### src/design/sobm_pkg.sv
// Shared types and constants for the Sobel edge magnitude block.
package sobm_pkg;

  localparam int MAX_WIDTH  = 1024;
  localparam int MAX_HEIGHT = 1024;
  localparam int COL_W      = $clog2(MAX_WIDTH);
  localparam int ROW_W      = $clog2(MAX_HEIGHT);
  localparam int DIM_W      = 11;
  localparam int PIX_W      = 24;
  localparam int RAM_DEPTH  = 4 * MAX_WIDTH;
  localparam int ADDR_W     = $clog2(RAM_DEPTH);
  localparam int NUM_TAPS   = 9;
  localparam int TAP_W      = 4;

  // Configuration register indexes
  localparam logic REG_FRAME_WIDTH  = 1'b0;
  localparam logic REG_FRAME_HEIGHT = 1'b1;

  typedef enum logic [2:0] {
    ST_IDLE,
    ST_READ,
    ST_SQUARE,
    ST_SUM,
    ST_ROOT,
    ST_ROUND,
    ST_OUT
  } state_t;

  typedef struct packed {
    logic accept;
    logic tap_clear;
    logic tap_step;
    logic square;
    logic sum;
    logic root_step;
    logic round;
    logic load;
  } dp_cmd_t;

  typedef struct packed {
    logic emit_req;
    logic tap_last;
    logic root_last;
    logic out_free;
  } dp_status_t;

endpackage

### src/design/sobm_ctrl.sv
// Controller state machine sequencing window reads, squaring, root and output.
module sobm_ctrl (
  input  logic                clk,
  input  logic                rst_n,
  input  logic                in_tvalid,
  output logic                in_tready,
  input  sobm_pkg::dp_status_t status,
  output sobm_pkg::dp_cmd_t    cmd
);
  import sobm_pkg::*;

  state_t state_r, state_nxt;
  logic   accept;

  assign accept = in_tvalid && in_tready;

  // Hold state
  always_ff @(posedge clk) begin
    if (!rst_n) begin
      state_r <= ST_IDLE;
    end else begin
      state_r <= state_nxt;
    end
  end

  // Next state
  always_comb begin
    state_nxt = state_r;
    unique case (state_r)
      ST_IDLE:   if (accept && status.emit_req) state_nxt = ST_READ;
      ST_READ:   if (status.tap_last) state_nxt = ST_SQUARE;
      ST_SQUARE: state_nxt = ST_SUM;
      ST_SUM:    state_nxt = ST_ROOT;
      ST_ROOT:   if (status.root_last) state_nxt = ST_ROUND;
      ST_ROUND:  state_nxt = ST_OUT;
      ST_OUT:    if (status.out_free) state_nxt = ST_IDLE;
      default:   state_nxt = ST_IDLE;
    endcase
  end

  // Outputs
  always_comb begin
    in_tready     = 1'b0;
    cmd           = '0;
    cmd.accept    = accept;
    unique case (state_r)
      ST_IDLE: begin
        in_tready     = 1'b1;
        cmd.tap_clear = accept && status.emit_req;
      end
      ST_READ:   cmd.tap_step  = 1'b1;
      ST_SQUARE: cmd.square    = 1'b1;
      ST_SUM:    cmd.sum       = 1'b1;
      ST_ROOT:   cmd.root_step = 1'b1;
      ST_ROUND:  cmd.round     = 1'b1;
      ST_OUT:    cmd.load      = status.out_free;
      default:   cmd.load      = 1'b0;
    endcase
  end

endmodule

### config.mk
export PLATFORM = sky130hd
export DESIGN_NAME = sobm_ctrl
export DESIGN_NICKNAME = d
export VERILOG_FILES = /design/src/design/sobm_pkg.sv /design/src/design/sobm_ctrl.sv
export SDC_FILE = /design/constraint.sdc
export NUM_CORES = 1
export LEC_CHECK = 0
export BUFFER_PORTS_ARGS = -buffer_cell sky130_fd_sc_hd__buf_4
export CORE_AREA = 2 2 39 41
export DETAILED_ROUTE_END_ITERATION = 8
export DIE_AREA = 0 0 41 43
export GPL_TIMING_DRIVEN = 0
export PLACE_DENSITY = 0.47
export SKIP_CTS_REPAIR_TIMING = 1
export SYNTH_ARGS = -nofsm -noshare
export SYNTH_HDL_FRONTEND = slang
export SYNTH_SLANG_ARGS = --single-unit
### constraint.sdc
create_clock -name clk -period 1.3 [get_ports clk]
set_input_delay 0.195 -clock clk [delete_from_list [all_inputs] [get_ports clk]]
set_output_delay 0.195 -clock clk [all_outputs]
set_load 0.01 [all_outputs]
==> metrics.cfg <==
[run_status]
status = complete, but fails checks
violations = negative setup slack

[critical_path]
cp_slowest_stage_delay_ns = 0.32
slowest_stage = dfxtp_2
cp_max_fo = 5
cp.required_ns = 1.11
crit_chain = buf_6 -> nor3_4 -> and3_1 -> buf_4
cp.arrival_ns = 1.18
end_kind = output pin
worstSetupPathType = reg -> out
crit_path_start_kind = register

[final_layout]
register_area_um2 = 63.8
drive_above_1_share = 0.678
area_growth_pct = 96.4
regMostFlops = state_r
layout.cells.non_filler = 75
multiInputGateArea_um2 = 210
nFillCells = 154
finalNetCount = 67
largest_reg_flops = 3
reg_top3 = state_r x3
n_antenna_cell = 0

[synth]
synth_edf_count = 0
synth.most_common_cell = nand2_1
synth-async-reset-ratio = 0
ys.flop_type = dfxtp_1
synth_area_um2 = 277
ys_seq_elements = 3
yosysSeqAreaShare = 0.217
syn_nets = 39
ys.warnings.count = 0
yosysUniqueCellTypes = 21
syn_inst = 32
netlist.area_leader.share = 0.217
synthTopCellsByArea = dfxtp_1 22%, nor3_4 5.9%, buf_4 5.4%
synth_common_cells = 4 x nand2_1, 3 x dfxtp_1
avgSynthCellArea_um2 = 8.64
synth_area_leader_cell = dfxtp_1

[drt]
wire_per_inst_um = 10.4
dr.pass1.iters = 3
drt_iter0_drc = 4
drc_errors = 0
wl_um = 778
vias = 334
vias_per_cell = 4.45
ant_nets = 0

[run]
maxCapViolations = 0

[timing]
layout_setup_ws_ns = -0.0743
worst-slew-pin-transition_ns = 0.255
final_hold_viol_count = 0
skew_ns = 0.0000899
whs_ns = 0.186
fin_crit_sh = 1.06
setup_violations = 8
max_freq_ghz = 0.728
rsz0062_at_grt = yes
slew_violations = 0
max-slew-margin-rel = 0.828
min_period_ns = 1.37

[power_and_ir_drop]
power.density_nw_per_um2 = 2300
leakage_nw = 0.270
max-vdd-ir-drop_mv = 0.702
power_mw = 1.25

[clock_network]
clk_pin_slew_worst_paths_ns = 0.04
insertion_delay_ns = 0.23
cts_buffer_depth = 2
cts-htree-levels = 1
clock-root-buffer = clkbuf_4
clkSinkCount = 3
numCtsBuffers = 3
cts_tree = yes

[die]
ios = 16
die_area_um2 = 1760
core_um2 = 1380
dieWidth_um = 41
die_h_um = 43
start_util = 0.200
fp-row-count = 14

[place]
hpwl_um = 487
dp_cells = 63
gp_congestion = 0.654
portBuffers = 15

[global_routing]
grt_pass1_vias = 276
grt_max_degree = 11
grt_remaining_overflow = 0
grt_pass1_wl_um = 1100
gr-usage-all-layers = 0.0902
grt_antenna_before_repair = 0

[min_path]
hp-class = in -> reg

## per-stage QoR
stage / setup WS [ns] / cell area (um^2) / util / TNS (ns)
finish: -0.0743 / 543 / 0.392 / -0.373
detailed placement: 0.0543 / 409 / 0.296 / 0
global placement: 0.0551 / 409 / 0.296 / 0
global route: -0.135 / 543 / 0.392 / -0.808
floorplan: 0.140 / 277 / - / 0
CTS: -0.201 / 435 / 0.315 / -0.877
## where the power goes
group | internal, mW | switching, mW | total (mW)
logic | 0.550 | 0.332 | 0.881
registers | 0.139 | 0.0632 | 0.202
clock network | 0.115 | 0.0498 | 0.165
## critical path: cells and delay by family (launching register included)
family / cells / cell delay (ns)
buffers and inverters: 2 / 0.23
and+or+nand+nor: 2 / 0.40
DFF: 1 / 0.32
## worst paths after layout
path                endpoint  slack (ns)        from  cells after the start
setup / recovery      cmd[6]       -0.07  state_r[1]                      4
hold / removal    state_r[0]        0.19       rst_n                      3
setup reg to reg  state_r[1]        0.04  state_r[1]                      6
hold reg to reg   state_r[0]        0.65  state_r[0]                      3
## layout make-up
type | instances | area share
Buffer | 2 | 0.0415
Clock buffer | 4 | 0.0484
Multi-Input combinational cell | 26 | 0.387
Sequential cell | 3 | 0.118
Tap cell | 16 | 0.0369
Timing Repair Buffer | 24 | 0.369
## metal layers
layer,wire (um),GRT usage,up-vias
li1,-,-,171
met1,327,0.105,151
met2,393,0.134,12
met3,56,0.0105,0
met4,0,0.0800,0
met5,0,0,-
## kinds of logic (layout without fill, tap and decap cells)
family	count (synthesis)	after routing	share of synthesized area
compound gates	7	7	0.190
buf+inv	3	30	0.0950
flops	3	3	0.217
mux	1	1	0.0407
simple gates	18	18	0.457
## cell usage in the layout, fill, tap and decap left out, types with 2 or more instances in the layout
cell / n
o21ai_0: 2
nor2b_1: 2
a21oi_1: 2
clkbuf_4: 3
dfxtp_2: 3
buf_4: 19
nor2_1: 2
nand2_1: 4
buf_6: 6
and2_4: 2
Power figures use the tool's default switching activity.
